### config.mk
export PLATFORM = sky130hd
export DESIGN_NAME = hashed_timer_wheel
export DESIGN_NICKNAME = d
export VERILOG_FILES = /design/src/htw_pkg.sv /design/src/htw_ctrl.sv /design/src/htw_datapath.sv /design/src/hashed_timer_wheel.sv
export SDC_FILE = /design/constraint.sdc
export NUM_CORES = 1
export LEC_CHECK = 0
export ABC_AREA = 1
export BUFFER_PORTS_ARGS = -buffer_cell sky130_fd_sc_hd__buf_2
export CORE_ASPECT_RATIO = 1.5
export CORE_MARGIN = 2
export CORE_UTILIZATION = 35
export DETAILED_ROUTE_END_ITERATION = 12
export GPL_TIMING_DRIVEN = 0
export RECOVER_POWER = 25
export REMOVE_ABC_BUFFERS = 1
export SYNTH_ARGS = -nofsm -noshare
export SYNTH_HDL_FRONTEND = slang
export SYNTH_SLANG_ARGS = --single-unit
### constraint.sdc
create_clock -name clk -period 5.29 [get_ports clk]
set_input_delay 0.529 -clock clk [delete_from_list [all_inputs] [get_ports clk]]
set_output_delay 0.529 -clock clk [all_outputs]
set_load 0.03 [all_outputs]
### src/htw_pkg.sv
// ----------------------------------------------------------------------------
// htw_pkg: shared types and constants for the hashed timer wheel
// Field widths, event and command codes, controller states and the
// command/status words between controller and datapath.
// ----------------------------------------------------------------------------
package htw_pkg;

	// pool and wheel geometry
	localparam int MAX_TIMERS = 16;
	localparam int ID_W       = $clog2(MAX_TIMERS);
	localparam int MAX_SLOTS  = 64;
	localparam int SLOT_W     = $clog2(MAX_SLOTS);
	localparam int CFG_W      = 7;
	localparam int EXP_W      = 20;
	localparam int TAG_W      = 16;
	localparam int KIND_W     = 3;
	localparam int CMD_W      = 2;

	// divider: dividend is current slot + expiry, one bit more than expiry
	localparam int DIV_W     = EXP_W + 1;
	localparam int DIV_CNT_W = $clog2(DIV_W);

	// step counter covers both the divider and the entry walk
	localparam int CNT_W = (DIV_CNT_W > ID_W) ? DIV_CNT_W : ID_W;

	// command codes
	localparam logic [CMD_W-1:0] CMD_TICK = 2'd0;
	localparam logic [CMD_W-1:0] CMD_ADD  = 2'd1;
	localparam logic [CMD_W-1:0] CMD_DEL  = 2'd2;

	// event kinds
	localparam logic [KIND_W-1:0] EV_ADDED    = 3'd0;
	localparam logic [KIND_W-1:0] EV_FULL     = 3'd1;
	localparam logic [KIND_W-1:0] EV_DELETED  = 3'd2;
	localparam logic [KIND_W-1:0] EV_NOTFOUND = 3'd3;
	localparam logic [KIND_W-1:0] EV_FIRED    = 3'd4;
	localparam logic [KIND_W-1:0] EV_IDLE     = 3'd5;

	typedef enum logic [2:0] {
		S_IDLE,
		S_DIV_A,
		S_DIV_B_LD,
		S_DIV_B,
		S_ADD_WR,
		S_FULL,
		S_DEL,
		S_TICK
	} state_t;

	// controller -> datapath
	typedef struct packed {
		logic            accept;     // latch input word, load divider
		logic            div_step;   // one restoring division step
		logic            div_load_b; // keep slot, reload with expiry alone
		logic            add_write;  // write new entry, report added
		logic            add_full;   // report pool full
		logic            del_exec;   // delete entry, report result
		logic            tick_visit; // examine one entry of the walk
		logic            tick_end;   // flush last firing or idle, advance slot
		logic [ID_W-1:0] walk_idx;
	} dp_cmd_t;

	// datapath -> controller
	typedef struct packed {
		logic full;
	} dp_stat_t;

endpackage

### src/htw_ctrl.sv
// ----------------------------------------------------------------------------
// htw_ctrl: command sequencer
// Steps the datapath through add (two divider passes), delete and the
// entry walk of a tick.
// ----------------------------------------------------------------------------
module htw_ctrl (
	input  logic                       clk,
	input  logic                       arst_n,
	input  logic                       start,
	input  logic [htw_pkg::CMD_W-1:0]  command,
	input  htw_pkg::dp_stat_t          stat,
	output logic                       busy,
	output htw_pkg::dp_cmd_t           cmd
);
	import htw_pkg::*;

	state_t           state_q, state_nxt;
	logic [CNT_W-1:0] cnt_q, cnt_nxt;
	logic             div_last, walk_last;

	assign div_last  = (cnt_q == CNT_W'(DIV_W - 1));
	assign walk_last = (cnt_q[ID_W-1:0] == ID_W'(MAX_TIMERS - 1));

	// state and step counter
	always_ff @(posedge clk or negedge arst_n) begin
		if (!arst_n) begin
			state_q <= S_IDLE;
			cnt_q   <= '0;
		end else begin
			state_q <= state_nxt;
			cnt_q   <= cnt_nxt;
		end
	end

	// next state and datapath commands
	always_comb begin
		state_nxt = state_q;
		cnt_nxt   = cnt_q;
		cmd       = '0;
		cmd.walk_idx = cnt_q[ID_W-1:0];
		busy      = (state_q != S_IDLE);
		case (state_q)
			S_IDLE: begin
				cnt_nxt = '0;
				if (start) begin
					cmd.accept = 1'b1;
					case (command)
						CMD_TICK: state_nxt = S_TICK;
						CMD_ADD:  state_nxt = stat.full ? S_FULL : S_DIV_A;
						CMD_DEL:  state_nxt = S_DEL;
						default:  state_nxt = S_IDLE;
					endcase
				end
			end
			S_DIV_A: begin
				cmd.div_step = 1'b1;
				cnt_nxt = cnt_q + CNT_W'(1);
				if (div_last) begin
					cnt_nxt   = '0;
					state_nxt = S_DIV_B_LD;
				end
			end
			S_DIV_B_LD: begin
				cmd.div_load_b = 1'b1;
				state_nxt = S_DIV_B;
			end
			S_DIV_B: begin
				cmd.div_step = 1'b1;
				cnt_nxt = cnt_q + CNT_W'(1);
				if (div_last) begin
					cnt_nxt   = '0;
					state_nxt = S_ADD_WR;
				end
			end
			S_ADD_WR: begin
				cmd.add_write = 1'b1;
				state_nxt = S_IDLE;
			end
			S_FULL: begin
				cmd.add_full = 1'b1;
				state_nxt = S_IDLE;
			end
			S_DEL: begin
				cmd.del_exec = 1'b1;
				state_nxt = S_IDLE;
			end
			S_TICK: begin
				// walk all entries, then a closing step
				if (cnt_q[ID_W] == 1'b1) begin
					cmd.tick_end = 1'b1;
					cnt_nxt   = '0;
					state_nxt = S_IDLE;
				end else begin
					cmd.tick_visit = 1'b1;
					cnt_nxt = cnt_q + CNT_W'(1);
					if (walk_last)
						cnt_nxt = CNT_W'(1) << ID_W;
				end
			end
			default: state_nxt = S_IDLE;
		endcase
	end

endmodule

### src/htw_datapath.sv
// ----------------------------------------------------------------------------
// htw_datapath: timer pool, wheel position, divider and result register
// Holds the entries, the slot count register, a bit-serial restoring
// divider and the registered result word.
// ----------------------------------------------------------------------------
module htw_datapath (
	input  logic                        clk,
	input  logic                        arst_n,
	input  htw_pkg::dp_cmd_t            cmd,
	output htw_pkg::dp_stat_t           stat,
	input  logic [htw_pkg::ID_W-1:0]    timer_id,
	input  logic [htw_pkg::EXP_W-1:0]   expiry_ticks,
	input  logic [htw_pkg::TAG_W-1:0]   user_tag,
	input  logic                        cfg_we,
	input  logic [htw_pkg::CFG_W-1:0]   cfg_data,
	output logic                        result_strobe,
	output logic [htw_pkg::KIND_W-1:0]  event_kind,
	output logic [htw_pkg::ID_W-1:0]    timer_id_res,
	output logic [htw_pkg::TAG_W-1:0]   fired_tag,
	output logic                        last
);
	import htw_pkg::*;

	// entry pool
	logic [MAX_TIMERS-1:0] valid_q;
	logic [SLOT_W-1:0]     slot_q   [MAX_TIMERS];
	logic [EXP_W-1:0]      rounds_q [MAX_TIMERS];
	logic [TAG_W-1:0]      tag_q    [MAX_TIMERS];

	logic [CFG_W-1:0]  slots_cfg_q;
	logic [SLOT_W-1:0] cur_slot_q;
	logic [CFG_W-1:0]  n_eff;

	// latched input word
	logic [ID_W-1:0]  id_q;
	logic [EXP_W-1:0] exp_q;
	logic [TAG_W-1:0] utag_q;

	// divider
	logic [CFG_W-1:0]  rem_q;
	logic [DIV_W-1:0]  quo_q;
	logic [SLOT_W-1:0] new_slot_q;
	logic [CFG_W:0]    trial;
	logic              trial_ge;

	// pending firing of the running tick
	logic             pend_q;
	logic [ID_W-1:0]  pend_id_q;
	logic [TAG_W-1:0] pend_tag_q;

	logic [ID_W-1:0]  free_idx;
	logic             any_free;
	logic             hit;
	logic             fire;
	logic [CFG_W-1:0] slot_inc;

	// effective slot count, 1..MAX_SLOTS
	always_comb begin
		if (slots_cfg_q == '0)
			n_eff = CFG_W'(1);
		else if (slots_cfg_q > CFG_W'(MAX_SLOTS))
			n_eff = CFG_W'(MAX_SLOTS);
		else
			n_eff = slots_cfg_q;
	end

	// lowest free entry
	always_comb begin
		free_idx = '0;
		any_free = 1'b0;
		for (int i = MAX_TIMERS - 1; i >= 0; i--) begin
			if (!valid_q[i]) begin
				free_idx = ID_W'(i);
				any_free = 1'b1;
			end
		end
	end

	assign stat.full = !any_free;

	assign trial    = {rem_q, quo_q[DIV_W-1]};
	assign trial_ge = (trial >= {1'b0, n_eff});
	assign hit      = valid_q[cmd.walk_idx] && (slot_q[cmd.walk_idx] == cur_slot_q);
	assign fire     = cmd.tick_visit && hit && (rounds_q[cmd.walk_idx] == '0);
	assign slot_inc = {1'b0, cur_slot_q} + CFG_W'(1);

	// slot count register
	always_ff @(posedge clk or negedge arst_n) begin
		if (!arst_n) begin
			slots_cfg_q <= CFG_W'(MAX_SLOTS);
		end else if (cfg_we) begin
			slots_cfg_q <= cfg_data;
		end
	end

	// input latch and divider
	always_ff @(posedge clk) begin
		if (cmd.accept) begin
			id_q   <= timer_id;
			exp_q  <= expiry_ticks;
			utag_q <= user_tag;
			rem_q  <= '0;
			quo_q  <= {1'b0, expiry_ticks} + DIV_W'(cur_slot_q);
		end else if (cmd.div_load_b) begin
			new_slot_q <= rem_q[SLOT_W-1:0];
			rem_q      <= '0;
			quo_q      <= {1'b0, exp_q};
		end else if (cmd.div_step) begin
			rem_q <= trial_ge ? CFG_W'(trial - {1'b0, n_eff}) : trial[CFG_W-1:0];
			quo_q <= {quo_q[DIV_W-2:0], trial_ge};
		end
	end

	// entry payload
	always_ff @(posedge clk) begin
		if (cmd.add_write) begin
			slot_q[free_idx]   <= new_slot_q;
			rounds_q[free_idx] <= quo_q[EXP_W-1:0];
			tag_q[free_idx]    <= utag_q;
		end else if (cmd.tick_visit && hit && rounds_q[cmd.walk_idx] != '0) begin
			rounds_q[cmd.walk_idx] <= rounds_q[cmd.walk_idx] - EXP_W'(1);
		end
	end

	// pending firing payload
	always_ff @(posedge clk) begin
		if (fire) begin
			pend_id_q  <= cmd.walk_idx;
			pend_tag_q <= tag_q[cmd.walk_idx];
		end
	end

	// result word payload
	always_ff @(posedge clk) begin
		if (cmd.add_write) begin
			event_kind   <= EV_ADDED;
			timer_id_res <= free_idx;
			fired_tag    <= '0;
			last         <= 1'b1;
		end else if (cmd.add_full) begin
			event_kind   <= EV_FULL;
			timer_id_res <= '0;
			fired_tag    <= '0;
			last         <= 1'b1;
		end else if (cmd.del_exec) begin
			event_kind   <= valid_q[id_q] ? EV_DELETED : EV_NOTFOUND;
			timer_id_res <= id_q;
			fired_tag    <= '0;
			last         <= 1'b1;
		end else if (cmd.tick_visit) begin
			// an earlier firing goes out once a later one shows up
			event_kind   <= EV_FIRED;
			timer_id_res <= pend_id_q;
			fired_tag    <= pend_tag_q;
			last         <= 1'b0;
		end else if (cmd.tick_end && pend_q) begin
			event_kind   <= EV_FIRED;
			timer_id_res <= pend_id_q;
			fired_tag    <= pend_tag_q;
			last         <= 1'b1;
		end else begin
			event_kind   <= EV_IDLE;
			timer_id_res <= '0;
			fired_tag    <= '0;
			last         <= 1'b1;
		end
	end

	// control state: valid bits, wheel position, pending flag, strobe
	always_ff @(posedge clk or negedge arst_n) begin
		if (!arst_n) begin
			valid_q       <= '0;
			cur_slot_q    <= '0;
			pend_q        <= 1'b0;
			result_strobe <= 1'b0;
		end else begin
			result_strobe <= cmd.add_write | cmd.add_full | cmd.del_exec | cmd.tick_end |
				(fire & pend_q);
			if (cmd.add_write)
				valid_q[free_idx] <= 1'b1;
			if (cmd.del_exec)
				valid_q[id_q] <= 1'b0;
			if (fire) begin
				valid_q[cmd.walk_idx] <= 1'b0;
				pend_q <= 1'b1;
			end
			if (cmd.tick_end) begin
				pend_q <= 1'b0;
				cur_slot_q <= (slot_inc >= n_eff) ? '0 : slot_inc[SLOT_W-1:0];
			end
		end
	end

endmodule

### src/hashed_timer_wheel.sv
// ----------------------------------------------------------------------------
// hashed_timer_wheel: hashed timing wheel with rotation counts
// Pool of 16 timers on a wheel of up to 64 slots; add, delete and tick
// commands, one result word per event.
// ----------------------------------------------------------------------------
// Usage: a command is taken when start is high and busy is low; busy falls in
// the cycle that puts the command's last result word on the ports, so the
// next command can be taken at the edge that takes that word. Results come on
// result_strobe for exactly one cycle each and cannot be held off; last
// marks the final word of a command. An add runs two 21-step passes of the
// bit-serial divider (slot and rotation count) with a load between them,
// then a write and the result word; a full pool and a delete each go
// straight to their result word. A tick walks the pool entries in turn,
// then a closing cycle and the result cycle; a firing goes out the cycle
// after the next firing is found, and the final one (or the idle word) the
// cycle after the closing cycle. Command 3 is taken and gives no result.
// cfg_data (slot count) is always ready and must be written only while the
// block is idle.
module hashed_timer_wheel (
	input  logic                        clk,
	input  logic                        arst_n,
	input  logic                        start,
	output logic                        busy,
	input  logic [htw_pkg::CMD_W-1:0]   command,
	input  logic [htw_pkg::ID_W-1:0]    timer_id,
	input  logic [htw_pkg::EXP_W-1:0]   expiry_ticks,
	input  logic [htw_pkg::TAG_W-1:0]   user_tag,
	input  logic                        cfg_valid,
	output logic                        cfg_ready,
	input  logic [htw_pkg::CFG_W-1:0]   cfg_data,
	output logic                        result_strobe,
	output logic [htw_pkg::KIND_W-1:0]  event_kind,
	output logic [htw_pkg::ID_W-1:0]    timer_id_res,
	output logic [htw_pkg::TAG_W-1:0]   fired_tag,
	output logic                        last
);
	import htw_pkg::*;

	dp_cmd_t  cmd;
	dp_stat_t stat;

	assign cfg_ready = 1'b1;

	htw_ctrl u_ctrl (
		.clk     (clk),
		.arst_n  (arst_n),
		.start   (start),
		.command (command),
		.stat    (stat),
		.busy    (busy),
		.cmd     (cmd)
	);

	htw_datapath u_dp (
		.clk           (clk),
		.arst_n        (arst_n),
		.cmd           (cmd),
		.stat          (stat),
		.timer_id      (timer_id),
		.expiry_ticks  (expiry_ticks),
		.user_tag      (user_tag),
		.cfg_we        (cfg_valid & cfg_ready),
		.cfg_data      (cfg_data),
		.result_strobe (result_strobe),
		.event_kind    (event_kind),
		.timer_id_res  (timer_id_res),
		.fired_tag     (fired_tag),
		.last          (last)
	);

endmodule
==> results of run 1 <==
-- power by group through the flow --
stage                     Sequential, uW  Clock [uW]  Combinational, uW
after detailed placement            8760           0               6420
after global routing                8660        6530               7420
after global placement              9070           0               5190
after CTS                           8630        6280               6660
after floorplan                     8820           0               4080
final                               8620        6190               6700
-- stage by stage --
step	instance area, um2	power [uW]
floorplan	34800	12900
global placement	36900	14300
detailed placement	37700	15200
CTS	41300	21600
global route	41500	22600
finish	41500	21500
-- cells in the final DEF (no fill, tap or decap), types with 4 or more instances in the layout --
cell type,netlist,routed
buf_4,15,27
o31ai_1,4,4
clkinvlp_4,0,10
dfxtp_1,31,31
nor2_2,10,9
inv_2,6,11
o22ai_1,92,92
mux2_2,4,4
buf_16,0,19
nor3_1,21,20
dlygate4sd3_1,0,7
inv_1,281,271
ha_1,27,27
xnor2_1,8,8
nor2_4,5,37
dfrtp_1,38,36
a21oi_1,40,39
nand3_1,115,115
edfxtp_1,759,759
o21ai_1,63,66
nand2_1,882,879
buf_12,1,28
nand4_1,35,35
bufinv_16,0,14
xor2_1,20,20
a22oi_1,17,17
nand2_2,8,10
clkbuf_1,59,38
clkbuf_16,0,82
clkinv_2,0,8
o21ai_0,253,249
clkinv_1,1,14
nor2_1,380,359
buf_2,44,54
-- final cells by class --
class	instances	area, um2	area share, %
flip-flops and latches	829	24400	58.7
repair buffers	164	1790	4.32
diodes	2	5.00	0.0121
well taps	1305	1630	3.93
inverters	289	1120	2.70
clock buffers	99	2150	5.17
multi-input cells	2041	9690	23.3
clock inverters	52	738	1.78
-- flip-flops by register name (all words and copies together) (netlist names) --
signal              cells
u_ctrl.state_q          3
u_dp.last               1
u_dp.timer_id_res       4
u_dp.id_q               4
u_dp.new_slot_q         6
u_dp.pend_id_q          4
u_dp.pend_tag_q        16
u_ctrl.cnt_q            5
u_dp.exp_q             20
u_dp.rem_q              7
u_dp.quo_q             21
u_dp.utag_q            16
u_dp.event_kind         3
u_dp.rounds_q         320
u_dp.cur_slot_q         6
u_dp.valid_q           16
u_dp.pend_q             1
u_dp.result_strobe      1
u_dp.tag_q            256
u_dp.fired_tag         16
u_dp.slot_q            96
u_dp.slots_cfg_q        7
-- worst paths after layout --
kind	start	endpoint	slack [ns]	cells after the start
hold / removal	user_tag[12]	u_dp.utag_q[12]	0.04	1
min in group asynchronous	arst_n	u_dp.cur_slot_q[3]	0.60	1
max in group asynchronous	arst_n	u_ctrl.cnt_q[0]	2.94	1
hold reg to reg	u_dp.pend_tag_q[13]	u_dp.fired_tag[13]	0.46	2
setup / recovery	u_ctrl.cnt_q[0]	u_dp.rounds_q[2][14]	0.22	18
setup reg to reg	u_ctrl.cnt_q[0]	u_dp.rounds_q[2][14]	0.22	18
-- metal layers --
metal  track usage, %  wire length (um)  up-vias
met3             2.82              5410      232
li1                 -                 -    11484
met1             21.6             37600    11797
met4             10.6              5230       10
met5                0                67        -
met2             31.8             48600      802
-- cells by family (layout without fill, tap and decap cells) --
| kind of cell | after synthesis | count (layout) |
|---|---|---|
| simple gates | 1472 | 1482 |
| flops | 829 | 829 |
| compound gates | 497 | 497 |
| buf+inv | 439 | 604 |
| fa+ha+maj | 29 | 29 |
| xor+xnor | 28 | 28 |
| mux | 4 | 4 |
| other cells | 1 | 3 |
-- critical path: cells and delay by family (launching register included) --
kind,cells,cell delay [ns]
AOI/OAI and AO/OA,2,0.31
adders and majority gates,1,0.30
buffers and inverters,4,1.17
DFF,1,0.75
and+or+nand+nor,11,2.02
-- what timing repair did --
action / CTS / global route
buffers inserted: 36 / 6
setup endpoints to repair: 407 / 411
resized for setup: 19 / 5
hold buffers: 7 / 0
cloned: 12 / 0
pin swaps: 21 / 5
endpoints found under the hold margin: 7 / 0
==> results.json, run 1 <==
{
  "rsz0062_at_grt": "false",
  "chipHeight_um": 395,
  "antenna_found_initial": 9,
  "pwr-share-clk_pct": 28.8,
  "drt_iter0_drc": 2446,
  "ir_drop_mv": 0.381,
  "start_util_pct": 35.3,
  "dpl.hpwl_um": 54200,
  "drt-total-wl_um": 96900,
  "worstMarginPinSlew_ns": 2.44,
  "synth_xor_area_share_pct": 0.686,
  "numPortBuffers": 78,
  "setup_tns_ns": 0,
  "violations": "capacitance limit, slew limit",
  "crit_path_top_delay_cell": "dfrtp_4",
  "grt_overflow": 0,
  "chipWidth_um": 265,
  "path_clk_slew_ns": 0.06,
  "final_nets": 3488,
  "syn_inst": 3299,
  "max-cap-violations": 1,
  "ys_seq_area_share_pct": 68.2,
  "hold_viol_final": 0,
  "seqPwrFrac_pct": 40.1,
  "status": "complete, but fails checks",
  "drc": 0,
  "fin_util_pct": 41.0,
  "p_leak_uw": 0.0156,
  "synth_area_leaders": "edfxtp_1 (64%), nand2_1 (9.3%), nor2_1 (4.0%)",
  "relSlewSlack_pct": -62.8,
  "slew_viol_final": 40,
  "startpoint_type": "register",
  "cp_cell_sequence": "buf_16 -> inv_16 -> buf_16 -> o21ai_0 -> o21ai_1 -> nand2_1 -> nand2_1 -> nor3_2 -> ha_1 -> nand3_2 -> nor2_4 -> nand3_4 -> nand2_2 -> nand2_1 -> nand2_1 -> nand2_2 -> nor2_4 -> buf_12",
  "path_class": "reg -> reg",
  "numCtsBuffers": 81,
  "htreeDepth": 3,
  "setup_viol": 0,
  "synth_edf_count": 759,
  "finalClockSkew_ns": 0.0482,
  "worst_ep_arrival_time_ns": 5.42,
  "postSynth.asyncResetShare_pct": 4.70,
  "drt_pass1_iterations": 5,
  "p_per_area_nw_per_um2": 518,
  "swShare_pct": 36.3,
  "critPathCaptureType": "register",
  "synth_compound_area_share_pct": 7.69,
  "final_cells": 4781,
  "grt_first_pass_wirelength_um": 143000,
  "comb_power_share_pct": 31.2,
  "ios": 80,
  "drive_gt1_share_pct": 10.2,
  "yosysMostFrequentCell": "nand2_1",
  "cp_max_fo": 163,
  "synth-adder-area-share_pct": 1.06,
  "clock_sinks": 829,
  "synth.top_cell.area_share_pct": 63.8,
  "avgSynthCellArea_um2": 10.8,
  "synth_top_family_by_area": "simple AND/OR/NAND/NOR gates",
  "vias": 24325,
  "hp-class": "in -> reg",
  "yosys-top-cells-count": "nand2_1 (882), edfxtp_1 (759), nor2_1 (380)",
  "fp-row-count": 143,
  "n_fill_cell": 9419,
  "antenna_left": 0,
  "p_sw_uw": 7800,
  "setup_ws_ns": 0.216,
  "max_freq_ghz": 0.197,
  "die_area_um2": 105000,
  "fin_crit_ns": 5.07,
  "viasPerCell": 5.09,
  "grt_pass1_vias": 23176,
  "period_share_pct": 95.9,
  "p_int_uw": 13700,
  "pre_cts_slack_ns": -0.487,
  "synth-simple-area-share_pct": 16.6,
  "clk_path_buf_depth": 3,
  "crit_top_cell": "nand2_1",
  "cts_tree": "done",
  "globalplace.congestion": 0.918,
  "worst_ep_required_time_ns": 5.63,
  "synth_flop_cell": "edfxtp_1",
  "cts_root_buffer": "clkbuf_16",
  "coreArea_um2": 101000,
  "area_growth_pct": 16.2,
  "ys_types": 55,
  "grt_usage_pct": 18.3,
  "grt_max_degree": 164,
  "ys_seq_elements": 829,
  "wl_per_cell_um": 20.3,
  "muxShareOfSynthArea_pct": 0.126,
  "hold_ws_ns": 0.0390,
  "placed_cells": 4562,
  "worstSkewPairLatency_ns": 0.69,
  "syn_area_um2": 35700,
  "synth_top_area_cell": "edfxtp_1",
  "yosysWarnings": 0,
  "critPathMaxStageDelay_ns": 0.75
}
No activity file was read; power rests on OpenSTA's default activity.
==> run 2: changes to the inputs <==
--- a/config.mk
+++ b/config.mk
@@ -7,11 +7,14 @@
 export LEC_CHECK = 0
 export ABC_AREA = 1
 export BUFFER_PORTS_ARGS = -buffer_cell sky130_fd_sc_hd__buf_2
+export CELL_PAD_IN_SITES_DETAIL_PLACEMENT = 1
+export CELL_PAD_IN_SITES_GLOBAL_PLACEMENT = 2
 export CORE_ASPECT_RATIO = 1.5
 export CORE_MARGIN = 2
 export CORE_UTILIZATION = 35
 export DETAILED_ROUTE_END_ITERATION = 12
 export GPL_TIMING_DRIVEN = 0
+export PLACE_DENSITY_LB_ADDON = 0.1
 export RECOVER_POWER = 25
 export REMOVE_ABC_BUFFERS = 1
 export SYNTH_ARGS = -nofsm -noshare
==> results.json, run 2 (synthesis results as in run 1) <==
{
  "htreeDepth": 3,
  "drc": 0,
  "numCtsBuffers": 84,
  "p_leak_uw": 0.0157,
  "antenna_left": 0,
  "hold_viol_final": 0,
  "wl_per_cell_um": 25.0,
  "worst_ep_required_time_ns": 5.65,
  "cp-startpoint": "u_ctrl.cnt_q[1]",
  "ir_drop_mv": 0.352,
  "finalClockSkew_ns": 0.0300,
  "final_nets": 3487,
  "ios": 80,
  "grt_overflow": 0,
  "r2r-start": "u_ctrl.cnt_q[1]",
  "slew_viol_final": 40,
  "max-cap-violations": 1,
  "drt_pass1_iterations": 7,
  "largest_reg_flops": 320,
  "clock_sinks": 829,
  "cts_tree": "done",
  "period_share_pct": 95.1,
  "globalplace.congestion": 0.831,
  "viasPerCell": 5.20,
  "rsz0062_at_grt": "false",
  "area_growth_pct": 16.0,
  "drt-total-wl_um": 120000,
  "start_util_pct": 35.3,
  "worstMarginPinSlew_ns": 2.63,
  "mostFrequentLayoutCells": "nand2_1 (880), edfxtp_1 (759), nor2_1 (358)",
  "place_area_um2": 38200,
  "violations": "capacitance limit, slew limit",
  "path_class": "reg -> reg",
  "setup_ws_ns": 0.260,
  "startpoint_type": "register",
  "fin_crit_ns": 5.03,
  "die_area_um2": 105000,
  "top_register": "u_dp.rounds_q",
  "stdcell_area_um2": 41500,
  "setup_tns_ns": 0,
  "worstSkewPairLatency_ns": 0.69,
  "hp-class": "in -> reg",
  "dpl.hpwl_um": 72000,
  "hold_ws_ns": 0.0507,
  "layout_commonest_cell": "nand2_1",
  "relSlewSlack_pct": -75.4,
  "clk_path_buf_depth": 3,
  "drive_gt1_share_pct": 10.1,
  "grt_first_pass_wirelength_um": 175000,
  "final_cells": 4781,
  "cp_max_fo": 65,
  "grt_pass1_vias": 26769,
  "path_clk_slew_ns": 0.07,
  "grt_max_degree": 101,
  "coreArea_um2": 101000,
  "setup_viol": 0,
  "critPathCaptureType": "register",
  "vias": 24849,
  "min_from": "expiry_ticks[4]",
  "chipWidth_um": 265,
  "chipHeight_um": 395,
  "p_per_area_nw_per_um2": 528,
  "antenna_found_initial": 2,
  "numPortBuffers": 78,
  "drt_iter0_drc": 1374,
  "max_freq_ghz": 0.199,
  "fp-row-count": 143,
  "pre_cts_slack_ns": -1.17,
  "cts_root_buffer": "clkbuf_16",
  "grt_usage_pct": 22.9,
  "placed_cells": 4584,
  "worst_ep_arrival_time_ns": 5.39,
  "status": "complete, but fails checks",
  "reg_top3": "u_dp.rounds_q: 320 flops, u_dp.tag_q: 256 flops, u_dp.slot_q: 96 flops"
}
==> run 2: cell types whose count changed in the layout (fill, tap and decap cells not counted), sizes merged, moves of 6 or more <==
cell,previous run,this run
dlygate4sd3,7,17
bufinv,14,7
clkinvlp,10,4
nor2,405,395
clkbuf,124,136
inv,287,294
==> run 2: worst max-delay path, stage by stage, from the launching register on <==
cell	delay, ns
dfrtp_4	0.72
buf_16	0.29
buf_16	0.27
inv_16	0.16
bufbuf_16	0.44
nand3_1	0.15
nand2_1	0.17
nand2_1	0.11
nand2_1	0.07
nor2_1	0.10
nand2_1	0.06
nor2_1	0.14
nand3_1	0.14
nor2_4	0.34
nand2_8	0.18
inv_4	0.23
nand2_1	0.13
nand2_2	0.11
nand2_2	0.15
nor2_4	0.30
buf_12	0.24
==> run 2: per-stage QoR <==
step                utilization, %  total power [uW]
global placement              36.4             14500
finish                        41.0             21900
floorplan                        -             12900
CTS                           40.9             22200
global route                  41.0             23100
detailed placement            37.7             15700
==> run 2: worst paths after layout <==
kind / slack, ns / end / cells after the start
worst max-delay path: 0.26 / u_dp.rounds_q[9][9] / 20
worst min-delay path: 0.05 / u_dp.exp_q[4] / 1
worst max register to register: 0.26 / u_dp.rounds_q[9][9] / 20
worst min register to register: 0.47 / u_dp.fired_tag[12] / 2
max in group asynchronous: 2.76 / u_ctrl.cnt_q[1] / 1
min in group asynchronous: 0.68 / u_dp.slots_cfg_q[3] / 1
==> run 2: layout make-up <==
cell class | instances | area [um2]
fill | 10896 | 59800
sequential | 829 | 24400
multi-input combinational | 2032 | 9610
clock buffer | 113 | 2310
timing repair buffer | 168 | 1930
tap | 1305 | 1630
inverter | 289 | 1120
clock inverter | 43 | 469
timing repair inverter | 1 | 8.76
antenna | 1 | 2.50
==> run 2: what timing repair did <==
action | 4_1_cts | 5_1_grt
gates resized for setup | 11 | 7
endpoints found under the setup margin | 644 | 247
hold endpoints to repair | 17 | 0
cloned | 5 | 1
setup buffers | 13 | 4
pin swaps | 9 | 5
hold buffers | 17 | 0
==> run 2: power breakdown <==
part           internal, uW  switching [uW]  total, uW
Combinational          2030            5200       7240
Sequential             8150             393       8550
Clock                  3450            2660       6100
==> run 2: routing by layer <==
layer | up-vias | wire (um) | track usage [%]
met5 | - | 11 | 0
met2 | 424 | 65400 | 44.2
met3 | 187 | 3290 | 2.25
met1 | 12767 | 46900 | 25.9
met4 | 2 | 3970 | 8.26
li1 | 11469 | - | -
==> run 3: changes to the inputs <==
--- a/config.mk
+++ b/config.mk
@@ -14,6 +14,7 @@
 export CORE_UTILIZATION = 35
 export DETAILED_ROUTE_END_ITERATION = 12
 export GPL_TIMING_DRIVEN = 0
+export HOLD_SLACK_MARGIN = 0.06
 export PLACE_DENSITY_LB_ADDON = 0.1
 export RECOVER_POWER = 25
 export REMOVE_ABC_BUFFERS = 1
==> results.json, run 3 (synthesis results as in run 1) <==
{
  "p_sw_uw": 8240,
  "numCtsBuffers": 84,
  "grt_usage_pct": 22.9,
  "pwr-share-clk_pct": 27.8,
  "drive_gt1_share_pct": 10.1,
  "seqPwrFrac_pct": 39.1,
  "coreArea_um2": 101000,
  "clk_path_buf_depth": 3,
  "period_share_pct": 94.9,
  "worstMarginPinSlew_ns": 2.63,
  "fp-row-count": 143,
  "comb_power_share_pct": 33.1,
  "grt_first_pass_wirelength_um": 175000,
  "setup_viol": 0,
  "fin_crit_ns": 5.02,
  "grt_overflow": 0,
  "cts_root_buffer": "clkbuf_16",
  "max_freq_ghz": 0.199,
  "drt_pass1_iterations": 5,
  "setup_ws_ns": 0.271,
  "chipWidth_um": 265,
  "hp-class": "in -> reg",
  "htreeDepth": 3,
  "ios": 80,
  "worst_ep_required_time_ns": 5.65,
  "ff2ff_path_depth": 20,
  "startpoint_type": "register",
  "top_register": "u_dp.rounds_q",
  "viasPerCell": 5.19,
  "finalClockSkew_ns": 0.0304,
  "pre_cts_slack_ns": -1.17,
  "antenna_found_initial": 2,
  "p_per_area_nw_per_um2": 525,
  "drc": 0,
  "placed_cells": 4584,
  "critPathCaptureType": "register",
  "dpl.hpwl_um": 72000,
  "clock_sinks": 829,
  "relSlewSlack_pct": -75.6,
  "cts_tree": "done",
  "ir_drop_mv": 0.352,
  "antenna_left": 0,
  "status": "complete, but fails checks",
  "p_int_uw": 13600,
  "hold_ws_ns": 0.105,
  "drt-total-wl_um": 120000,
  "whs_path_depth": 2,
  "place_area_um2": 38200,
  "swShare_pct": 37.7,
  "numPortBuffers": 78,
  "grt_pass1_vias": 26826,
  "area_growth_pct": 16.5,
  "hold_viol_final": 0,
  "chipHeight_um": 395,
  "vias": 24912,
  "grt_max_degree": 101,
  "violations": "capacitance limit, slew limit",
  "max-cap-violations": 1,
  "stdcell_area_um2": 41600,
  "die_area_um2": 105000,
  "largest_reg_flops": 320,
  "reg_top3": "u_dp.rounds_q: 320 flops, u_dp.tag_q: 256 flops, u_dp.slot_q: 96 flops",
  "worstSkewPairLatency_ns": 0.69,
  "worst_ep_arrival_time_ns": 5.38,
  "drt_iter0_drc": 1356,
  "cp_max_fo": 65,
  "final_cells": 4797,
  "p_leak_uw": 0.0157,
  "rsz0062_at_grt": "false",
  "path_clk_slew_ns": 0.06,
  "globalplace.congestion": 0.831,
  "wl_per_cell_um": 24.9,
  "layout_commonest_cell": "nand2_1",
  "slew_viol_final": 40,
  "start_util_pct": 35.3,
  "final_nets": 3503,
  "mostFrequentLayoutCells": "nand2_1 (880), edfxtp_1 (759), nor2_1 (358)",
  "path_class": "reg -> reg"
}
-- run 3: cell types whose count changed in the layout (fill, tap and decap cells not counted) --
cell | before | now
dlygate4sd3_1 | 17 | 33
-- run 3: final timing paths --
| check | start | to | slack [ns] |
|---|---|---|---|
| min in group asynchronous | arst_n | u_ctrl.state_q[1] | 0.68 |
| min reg2reg | u_dp.pend_tag_q[12] | u_dp.fired_tag[12] | 0.47 |
| min | cfg_data[2] | u_dp.slots_cfg_q[2] | 0.10 |
| max in group asynchronous | arst_n | u_ctrl.cnt_q[1] | 2.76 |
| max | u_ctrl.cnt_q[1] | u_dp.rounds_q[9][9] | 0.27 |
| max reg2reg | u_ctrl.cnt_q[1] | u_dp.rounds_q[9][9] | 0.27 |
-- run 3: layout make-up --
| cell class | count | area [um2] |
|---|---|---|
| repair buffers | 184 | 2090 |
| inverters | 289 | 1120 |
| clock inverters | 43 | 469 |
| well taps | 1305 | 1630 |
| multi-input cells | 2032 | 9610 |
| diodes | 1 | 2.50 |
| flip-flops and latches | 829 | 24400 |
| clock buffers | 113 | 2310 |
| fillers | 10896 | 59600 |
| repair inverters | 1 | 8.76 |
-- run 3: power groups by stage --
stage / combinational, uW / clock, uW / sequential, uW
final: 7240 / 6090 / 8550
after global routing: 8060 / 6460 / 8590
after CTS: 7420 / 6230 / 8550
after detailed placement: 7020 / 0 / 8730
after global placement: 5410 / 0 / 9060
after floorplan: 4080 / 0 / 8820
-- run 3: timing repair --
item                       in CTS  in global routing
resized for setup              11                  7
setup endpoints to repair     644                247
hold endpoints to repair       33                  0
hold buffers                   33                  0
pin swaps                       9                  5
cloned                          5                  1
setup buffers                  13                  4
-- run 3: metal layers --
metal | wire length (um) | GRT usage, % | share of wire (%)
met5 | 11 | 0 | 0.0092
met3 | 3400 | 2.21 | 2.8
met2 | 65300 | 44.2 | 55
met4 | 3940 | 8.26 | 3.3
met1 | 46900 | 26.0 | 39
-- run 3: worst max-delay path: stages, from the launching register on --
cell       delay [ns]
dfrtp_4          0.72
buf_16           0.29
buf_16           0.28
inv_16           0.16
bufbuf_16        0.43
nand3_1          0.15
nand2_1          0.16
nand2_1          0.11
nand2_1          0.07
nor2_1           0.10
nand2_1          0.06
nor2_1           0.14
nand3_1          0.14
nor2_4           0.34
nand2_8          0.18
inv_4            0.23
nand2_1          0.13
nand2_2          0.11
nand2_2          0.15
nor2_4           0.30
buf_12           0.24
-- run 3: stage by stage --
| step | setup TNS, ns | total power, uW | util [%] |
|---|---|---|---|
| 4_1_cts | 0 | 22200 | 41.1 |
| 2_1_floorplan | -3915.60 | 12900 | - |
| 6_report | 0 | 21900 | 41.1 |
| 3_3_place_gp | - | 14500 | 36.4 |
| 5_1_grt | 0 | 23100 | 41.1 |
| 3_5_place_dp | -428.09 | 15700 | 37.7 |
